### src/rtl/rset_pkg.sv
// ----------------------------------------------------------------------------
// rset_pkg
// Shared types and constants for the randomized set table.
// ----------------------------------------------------------------------------
package rset_pkg;

    localparam int CAPACITY = 64;
    localparam int IDX_W    = $clog2(CAPACITY);
    localparam int CNT_W    = $clog2(CAPACITY + 1);
    localparam int VALUE_W  = 32;
    localparam int DRAW_W   = 16;
    localparam int ACT_W    = 2;
    localparam int ERR_W    = 2;
    localparam int PROD_W   = DRAW_W + CNT_W;

    localparam logic [CNT_W-1:0] CAP_CNT = CNT_W'(CAPACITY);

    // Action codes.
    localparam logic [ACT_W-1:0] ACT_INSERT = 2'd0;
    localparam logic [ACT_W-1:0] ACT_REMOVE = 2'd1;
    localparam logic [ACT_W-1:0] ACT_PICK   = 2'd2;

    // Error codes.
    localparam logic [ERR_W-1:0] ERR_NONE  = 2'd0;
    localparam logic [ERR_W-1:0] ERR_EMPTY = 2'd1;
    localparam logic [ERR_W-1:0] ERR_FULL  = 2'd2;

    typedef struct packed {
        logic [ACT_W-1:0]          action;
        logic signed [VALUE_W-1:0] value;
        logic [DRAW_W-1:0]         random_draw;
    } req_t;

    typedef struct packed {
        logic                      success;
        logic signed [VALUE_W-1:0] picked_value;
        logic [ERR_W-1:0]          error;
    } res_t;

    typedef struct packed {
        logic [CNT_W-1:0] entry_count;
        logic             busy;
    } stat_t;

endpackage

### src/rtl/rset_core.sv
// ----------------------------------------------------------------------------
// rset_core
// Entry store and sequencer: linear search, compacting shift and pick read.
// ----------------------------------------------------------------------------
module rset_core (
    input  logic           aclk,
    input  logic           aresetn,
    input  logic           req_valid,
    output logic           req_ready,
    input  rset_pkg::req_t req,
    output logic           res_valid,
    input  logic           res_ready,
    output rset_pkg::res_t res,
    output rset_pkg::stat_t stat
);

    typedef enum logic [2:0] {
        ST_IDLE,
        ST_SCAN,
        ST_SHIFT,
        ST_PICK_MUL,
        ST_PICK_RD,
        ST_PICK_DATA,
        ST_DONE
    } state_t;

    state_t                              state_reg;
    logic [rset_pkg::CNT_W-1:0]          count_reg;
    logic [rset_pkg::CNT_W-1:0]          idx_reg;
    logic [rset_pkg::IDX_W-1:0]          lag_idx_reg;
    logic                                lag_valid_reg;
    logic [rset_pkg::ACT_W-1:0]          action_reg;
    logic signed [rset_pkg::VALUE_W-1:0] value_reg;
    logic [rset_pkg::DRAW_W-1:0]         draw_reg;
    logic                                success_reg;
    logic signed [rset_pkg::VALUE_W-1:0] picked_reg;
    logic [rset_pkg::ERR_W-1:0]          error_reg;

    logic signed [rset_pkg::VALUE_W-1:0] mem [rset_pkg::CAPACITY];
    logic signed [rset_pkg::VALUE_W-1:0] rd_data_reg;
    logic [rset_pkg::IDX_W-1:0]          rd_addr;
    logic                                mem_we;
    logic [rset_pkg::IDX_W-1:0]          wr_addr;
    logic signed [rset_pkg::VALUE_W-1:0] wr_data;

    logic                                hit;
    logic                                more;
    logic [rset_pkg::PROD_W-1:0]         product;

    // The word read in the previous cycle is compared against the key.
    assign hit     = lag_valid_reg && (rd_data_reg == value_reg);
    assign more    = idx_reg < count_reg;
    assign rd_addr = idx_reg[rset_pkg::IDX_W-1:0];
    assign product = rset_pkg::PROD_W'(draw_reg) * rset_pkg::PROD_W'(count_reg);

    always_comb begin
        mem_we  = 1'b0;
        wr_addr = lag_idx_reg;
        wr_data = rd_data_reg;
        unique case (state_reg)
            ST_SCAN: begin
                if (action_reg == rset_pkg::ACT_INSERT && !hit && !more && !lag_valid_reg
                    && count_reg != rset_pkg::CAP_CNT) begin
                    mem_we  = 1'b1;
                    wr_addr = count_reg[rset_pkg::IDX_W-1:0];
                    wr_data = value_reg;
                end
            end
            ST_SHIFT: begin
                mem_we = lag_valid_reg;
            end
            default: begin
                mem_we = 1'b0;
            end
        endcase
    end

    always_ff @(posedge aclk) begin
        if (mem_we) begin
            mem[wr_addr] <= wr_data;
        end
        rd_data_reg <= mem[rd_addr];
    end

    always_ff @(posedge aclk) begin
        if (!aresetn) begin
            state_reg     <= ST_IDLE;
            count_reg     <= '0;
            lag_valid_reg <= 1'b0;
        end else begin
            unique case (state_reg)
                ST_IDLE: begin
                    if (req_valid) begin
                        action_reg    <= req.action;
                        value_reg     <= req.value;
                        draw_reg      <= req.random_draw;
                        idx_reg       <= '0;
                        lag_valid_reg <= 1'b0;
                        success_reg   <= 1'b0;
                        picked_reg    <= '0;
                        error_reg     <= rset_pkg::ERR_NONE;
                        case (req.action) inside
                            rset_pkg::ACT_INSERT, rset_pkg::ACT_REMOVE: begin
                                state_reg <= ST_SCAN;
                            end
                            rset_pkg::ACT_PICK: begin
                                if (count_reg == '0) begin
                                    error_reg <= rset_pkg::ERR_EMPTY;
                                    state_reg <= ST_DONE;
                                end else begin
                                    state_reg <= ST_PICK_MUL;
                                end
                            end
                            default: begin
                                state_reg <= ST_DONE;
                            end
                        endcase
                    end
                end
                ST_SCAN: begin
                    if (hit) begin
                        lag_valid_reg <= 1'b0;
                        if (action_reg == rset_pkg::ACT_REMOVE) begin
                            idx_reg   <= rset_pkg::CNT_W'(lag_idx_reg) + 1'b1;
                            state_reg <= ST_SHIFT;
                        end else begin
                            state_reg <= ST_DONE;
                        end
                    end else if (more) begin
                        lag_valid_reg <= 1'b1;
                        lag_idx_reg   <= idx_reg[rset_pkg::IDX_W-1:0];
                        idx_reg       <= idx_reg + 1'b1;
                    end else if (lag_valid_reg) begin
                        lag_valid_reg <= 1'b0;
                    end else begin
                        // Key is absent.
                        if (action_reg == rset_pkg::ACT_INSERT) begin
                            if (count_reg == rset_pkg::CAP_CNT) begin
                                error_reg <= rset_pkg::ERR_FULL;
                            end else begin
                                count_reg   <= count_reg + 1'b1;
                                success_reg <= 1'b1;
                            end
                        end
                        state_reg <= ST_DONE;
                    end
                end
                ST_SHIFT: begin
                    // Read entry i while entry i-2 takes the word read last cycle.
                    if (more) begin
                        lag_valid_reg <= 1'b1;
                        lag_idx_reg   <= rset_pkg::IDX_W'(idx_reg - 1'b1);
                        idx_reg       <= idx_reg + 1'b1;
                    end else if (lag_valid_reg) begin
                        lag_valid_reg <= 1'b0;
                    end else begin
                        count_reg   <= count_reg - 1'b1;
                        success_reg <= 1'b1;
                        state_reg   <= ST_DONE;
                    end
                end
                ST_PICK_MUL: begin
                    idx_reg   <= product[rset_pkg::PROD_W-1:rset_pkg::DRAW_W];
                    state_reg <= ST_PICK_RD;
                end
                ST_PICK_RD: begin
                    state_reg <= ST_PICK_DATA;
                end
                ST_PICK_DATA: begin
                    picked_reg  <= rd_data_reg;
                    success_reg <= 1'b1;
                    state_reg   <= ST_DONE;
                end
                ST_DONE: begin
                    if (res_ready) begin
                        state_reg <= ST_IDLE;
                    end
                end
                default: begin
                    state_reg <= ST_IDLE;
                end
            endcase
        end
    end

    assign req_ready        = (state_reg == ST_IDLE);
    assign res_valid        = (state_reg == ST_DONE);
    assign res.success      = success_reg;
    assign res.picked_value = picked_reg;
    assign res.error        = error_reg;
    assign stat.entry_count = count_reg;
    assign stat.busy        = (state_reg != ST_IDLE);

endmodule

### src/rtl/randomized_set_table.sv
// ----------------------------------------------------------------------------
// randomized_set_table
// Set of distinct 32-bit values with insert, remove and random pick.
// ----------------------------------------------------------------------------
// Usage:
//   The slave stream carries one request per word: s_tuser holds the action
//   (insert, remove, pick), s_tdata the value and the random draw. The master
//   stream returns exactly one result word per request, in request order:
//   m_tuser holds success and the error code, m_tdata the picked value.
//   An insert or a remove takes the sequencer through a linear search of the
//   stored entries, one entry per cycle over a single read port. An insert,
//   or a remove that misses, loads its result once the search ends. A remove
//   that hits stops searching at the matching entry and then shifts the later
//   entries down through the same port. A pick on a non-empty table steps
//   through a multiply, a memory read and a data capture. The sequencer
//   returns to idle before it takes the next request. s_tready is high only
//   while the sequencer is idle.
//   Results land in an output register; the next request is accepted while
//   a result waits there, and a stalled m_tready holds the word in place.
//   Reset empties the table at once; no clearing pass is needed.
// ----------------------------------------------------------------------------
module randomized_set_table (
    input  logic        aclk,
    input  logic        aresetn,
    input  logic        s_tvalid,
    output logic        s_tready,
    input  logic [47:0] s_tdata,   // [31:0] value, [47:32] random_draw
    input  logic [1:0]  s_tuser,   // [1:0] action
    output logic        m_tvalid,
    input  logic        m_tready,
    output logic [31:0] m_tdata,   // [31:0] picked_value
    output logic [2:0]  m_tuser    // [0] success, [2:1] error
);

    rset_pkg::req_t  req;
    rset_pkg::res_t  res;
    rset_pkg::stat_t stat;
    logic            res_valid;
    logic            res_ready;

    logic                                out_valid_reg;
    logic                                out_success_reg;
    logic signed [rset_pkg::VALUE_W-1:0] out_picked_reg;
    logic [rset_pkg::ERR_W-1:0]          out_error_reg;

    assign req.action      = s_tuser;
    assign req.value       = s_tdata[31:0];
    assign req.random_draw = s_tdata[47:32];

    rset_core u_core (
        .aclk      (aclk),
        .aresetn   (aresetn),
        .req_valid (s_tvalid),
        .req_ready (s_tready),
        .req       (req),
        .res_valid (res_valid),
        .res_ready (res_ready),
        .res       (res),
        .stat      (stat)
    );

    assign res_ready = !out_valid_reg || m_tready;

    always_ff @(posedge aclk) begin
        if (!aresetn) begin
            out_valid_reg <= 1'b0;
        end else if (res_valid && res_ready) begin
            out_valid_reg   <= 1'b1;
            out_success_reg <= res.success;
            out_picked_reg  <= res.picked_value;
            out_error_reg   <= res.error;
        end else if (m_tready) begin
            out_valid_reg <= 1'b0;
        end
    end

    assign m_tvalid = out_valid_reg;
    assign m_tdata  = out_picked_reg;
    assign m_tuser  = {out_error_reg, out_success_reg};

    // The count never runs past the capacity.
    a_count_bound: assert property (@(posedge aclk) disable iff (!aresetn)
        stat.entry_count <= rset_pkg::CAP_CNT)
        else $error("entry count above capacity");

    // The count moves by at most one per cycle.
    a_count_step: assert property (@(posedge aclk) disable iff (!aresetn)
        (stat.entry_count != $past(stat.entry_count)) |->
        (stat.entry_count == $past(stat.entry_count) + 1'b1 ||
         stat.entry_count == $past(stat.entry_count) - 1'b1))
        else $error("entry count jumped");

    // A result word that carries an error never reports success.
    a_error_no_success: assert property (@(posedge aclk) disable iff (!aresetn)
        (m_tvalid && m_tuser[2:1] != rset_pkg::ERR_NONE) |-> !m_tuser[0])
        else $error("error and success together");

    // A request is only taken while no result is pending in the sequencer.
    a_accept_idle: assert property (@(posedge aclk) disable iff (!aresetn)
        (s_tvalid && s_tready) |-> (!res_valid && !stat.busy))
        else $error("request accepted while busy");

    // A changed count only shows while the sequencer holds a result ready.
    a_count_at_result: assert property (@(posedge aclk) disable iff (!aresetn)
        (stat.entry_count != $past(stat.entry_count)) |-> res_valid)
        else $error("entry count changed outside completion");

endmodule
### config.mk
export PLATFORM = sky130hd
export DESIGN_NAME = randomized_set_table
export DESIGN_NICKNAME = d
export VERILOG_FILES = /design/src/rtl/rset_pkg.sv /design/src/rtl/rset_core.sv /design/src/rtl/randomized_set_table.sv
export SDC_FILE = /design/constraint.sdc
export NUM_CORES = 2
export LEC_CHECK = 0
export BUFFER_PORTS_ARGS = -buffer_cell sky130_fd_sc_hd__buf_2
export CAP_MARGIN = 0
export CORE_UTILIZATION = 35
export DETAILED_ROUTE_END_ITERATION = 6
export SLEW_MARGIN = 20
export SYNTH_ARGS = -nofsm -noshare
export SYNTH_HDL_FRONTEND = slang
export SYNTH_SLANG_ARGS = --single-unit
### constraint.sdc
create_clock -name aclk -period 6.5 [get_ports aclk]
set_clock_uncertainty 0.2 [all_clocks]
set_input_delay 0.65 -clock aclk [delete_from_list [all_inputs] [get_ports aclk]]
set_output_delay 0.65 -clock aclk [all_outputs]
set_load 0.05 [all_outputs]
==> reports/summary.txt <==
Finished Layout Cells -> 7692
Startpoint type of the worst setup path -> flip-flop
Final-layout setup total negative slack -> 0 ns
Post-detailed-route wirelength per cell -> 28.09 um
Area share of xor/xnor cells in the synthesized design -> 0.5366%
Largest voltage drop on the vdd net -> 0.3055 mV
Clock latency on the worst-skew pair -> 0.85 ns
Max FFs per register -> 2048
Critical setup path kind -> reg -> reg
Area growth from synthesis to layout -> 14.93%
Total die area -> 253900 um2
Floorplan die width -> 503.8 um
Buffer depth of the longest clock path -> 3
Number of enable flip-flop cells after synthesis -> 2181
Unrepaired setup endpoints after global routing -> no
Post-CTS setup buffers -> 0
Multiplexer share of the synthesized area -> 17.72%
Clock tree sinks -> 2225
Run status -> finished clean
Leakage power total -> 31.73 nW
Count of buffers from port buffering -> 90
Height of the chip -> 503.8 um
Maximum fanout along the worst path -> 24
Synth Warn # -> 0
Worst min-delay path category -> reg -> reg
Sort of element at the end of the critical path -> flip-flop
Flip-flop cell with the highest count after synthesis -> sky130_fd_sc_hd__edfxtp_1
Clock slew seen by the registers of the worst setup and hold paths -> 0.06 ns
Count of routing violations after the opening detailed-route iteration -> 4931
Total standard cell area after synthesis -> 88140 um2
Number of cells upsized or downsized after cts -> 0
Count of boundary I/O pins -> 91
Overall overflow remaining after global route -> 0
Async SR Flop Fraction -> 0%
Max-Slew Margin vs Limit -> 22.95%
Share of cells above drive strength 1 -> 30.54%
Reg area -> 66370 um2
Floorplan core area -> 249600 um2
Average footprint of a synthesized cell -> 22.86 um2
Data arrival time of the critical path -> 6.15 ns
Final Max Slew Viols -> 0
Clk Tree Root Cell -> sky130_fd_sc_hd__clkbuf_16
Total DRC errors in the routed layout -> 0
Combinational family with the most area after synthesis -> multiplexers
TritonCTS buffer count -> 215
Peak clock frequency supported by timing -> 176.8 MHz
Via-to-Cell Ratio -> 5.330
Pin count of the biggest net entering global routing -> 128
Final core occ -> 40.59%
Fill cells -> 21702
CTS tree -> yes
Synthesized-area fraction occupied by ao, oa, aoi and oai cells -> 0.7027%
Adder-cell area share of the yosys netlist -> 2.319%
Via count of the first global-routing pass -> 41858
Pin slew with the least headroom to its limit -> 1.152 ns
Total instance count after detailed placement -> 7234
Number of iterations in the first detailed-routing pass -> 7
Final-layout worst hold slack -> 0.2136 ns
Post-synthesis sequential area ratio -> 75.30%
Net count of the mapped netlist -> 4032
Via count -> 40998
Power density over cell area -> 409.8 nW/um2
Final number of setup-violating endpoints -> 0
FP Rows -> 183
Final GP Congestion -> 0.8009
Initial antenna violation count -> 23
Max-capacitance violation count -> 0
Final min period -> 5.656 ns
HPWL after detailed placement -> 128.9 mm
Wire length of the first global-routing pass -> 311.0 mm
Starting utilization of the core area -> 35.32%
Endpoints failing hold -> 0
Number of instances in the synthesized netlist -> 3856
Synthesized flop and latch total -> 2225
H-Tree Level Count -> 4
Number of distinct library cell variants in the gate-level netlist after synthesis -> 58
Combined area of the multi-input logic cells -> 21230 um2
Commonest cells after routing, fill and taps aside -> sky130_fd_sc_hd__edfxtp_1, sky130_fd_sc_hd__mux4_2, sky130_fd_sc_hd__clkbuf_16
Routed wire length -> 216.0 mm
Fin crit share -> 87.01%
Number of nets with antenna violations after detailed routing -> 0
Required @ worst endpoint -> 7.00 ns
Most flops, register -> u_core.mem
Most frequent standard cell in the layout excluding fill and tap cells -> sky130_fd_sc_hd__edfxtp_1
Post-layout net count -> 4351
Overall Global Routing Usage -> 16.89%
Area fraction in and, or, nand and nor cells after synthesis -> 2.097%
-- metrics by stage --
stage                     total power [mW]  setup slack (ns)  area [um2]
after detailed placement             29.56            0.8725       93790
final                                41.51            0.8441      101300
after global routing                 42.95            0.4859      101300
after floorplan                      25.36             1.320       88140
after global placement               29.38            0.9157       93780
after CTS                            41.78            0.8549      101200
-- final timing paths --
| path | from | endpoint | slack [ns] | depth (start not counted) |
|---|---|---|---|---|
| setup / recovery | u_core.count_reg[5] | u_core.idx_reg[5] | 0.84 | 15 |
| hold / removal | u_core.picked_reg[13] | m_tdata[13] | 0.21 | 0 |
| setup reg to reg | u_core.count_reg[5] | u_core.idx_reg[5] | 0.84 | 15 |
| hold reg to reg | u_core.picked_reg[13] | m_tdata[13] | 0.21 | 0 |
-- power by group --
group          total (mW)  switching [mW]  leakage [nW]  internal, mW
registers            18.7           0.380          20.0          18.3
clock network        12.3            5.35          3.39          6.91
logic                10.6            6.67          8.34          3.92
total                41.5            12.4          31.7          29.1
-- per-layer routing --
| layer | up-vias | GRT usage (%) | wire length (um) |
|---|---|---|---|
| li1 | 16792 | - | - |
| met1 | 22519 | 24.60 | 93750 |
| met2 | 1461 | 26.10 | 101900 |
| met3 | 226 | 3.461 | 16660 |
| met4 | 0 | 3.684 | 3704 |
| met5 | - | 0 | 0 |
-- repair_timing --
item / CTS / global route
hold buffers: 53 / 0
endpoints found under the hold margin: 56 / 0
endpoints found under the setup margin: 0 / 0
-- final cells by class --
type	count	share of cell area (%)
Inverter	94	0.3483
Antenna cell	4	0.009880
Clock inverter	126	1.152
Sequential cell	2225	65.52
Multi-Input combinational cell	1349	20.95
Tap cell	3330	4.113
Clock buffer	274	5.653
Timing Repair Buffer	290	2.255
-- kinds of logic (layout without fill, tap and decap cells) --
kind of cell,after synthesis,after routing
xor gates and xnor gates,54,54
other,0,4
buffers and inverters,282,784
AOI/OAI and AO/OA,96,96
and+or+nand+nor,361,361
DFF,2225,2225
adders and majority gates,122,122
muxes,716,716
-- worst max-delay path: stages (launching register included) --
cell	delay, ns
sky130_fd_sc_hd__dfxtp_1	0.95
sky130_fd_sc_hd__and2_1	0.26
sky130_fd_sc_hd__fa_1	0.45
sky130_fd_sc_hd__fa_1	0.46
sky130_fd_sc_hd__fa_1	0.50
sky130_fd_sc_hd__inv_1	0.05
sky130_fd_sc_hd__fa_1	0.48
sky130_fd_sc_hd__inv_1	0.04
sky130_fd_sc_hd__ha_1	0.30
sky130_fd_sc_hd__a21oi_1	0.08
sky130_fd_sc_hd__o21ai_0	0.56
sky130_fd_sc_hd__nor3_1	0.11
sky130_fd_sc_hd__nand3_1	0.18
sky130_fd_sc_hd__a31oi_1	0.17
sky130_fd_sc_hd__or4b_2	0.63
sky130_fd_sc_hd__nand3_1	0.10
-- cell usage after synthesis, types with 34 or more instances --
cell type,count,area [um2]
sky130_fd_sc_hd__and2_1,114,713.2
sky130_fd_sc_hd__buf_2,39,195.2
sky130_fd_sc_hd__clkbuf_1,102,382.9
sky130_fd_sc_hd__dfxtp_1,44,880.8
sky130_fd_sc_hd__edfxtp_1,2181,65490
sky130_fd_sc_hd__fa_1,69,1381
sky130_fd_sc_hd__ha_1,53,663.1
sky130_fd_sc_hd__inv_1,91,341.6
sky130_fd_sc_hd__mux2_2,34,382.9
sky130_fd_sc_hd__mux4_2,672,15130
sky130_fd_sc_hd__nand2_1,71,266.5
sky130_fd_sc_hd__nor2_1,90,337.8
sky130_fd_sc_hd__xnor2_1,39,341.6
Power figures use the tool's default switching activity.
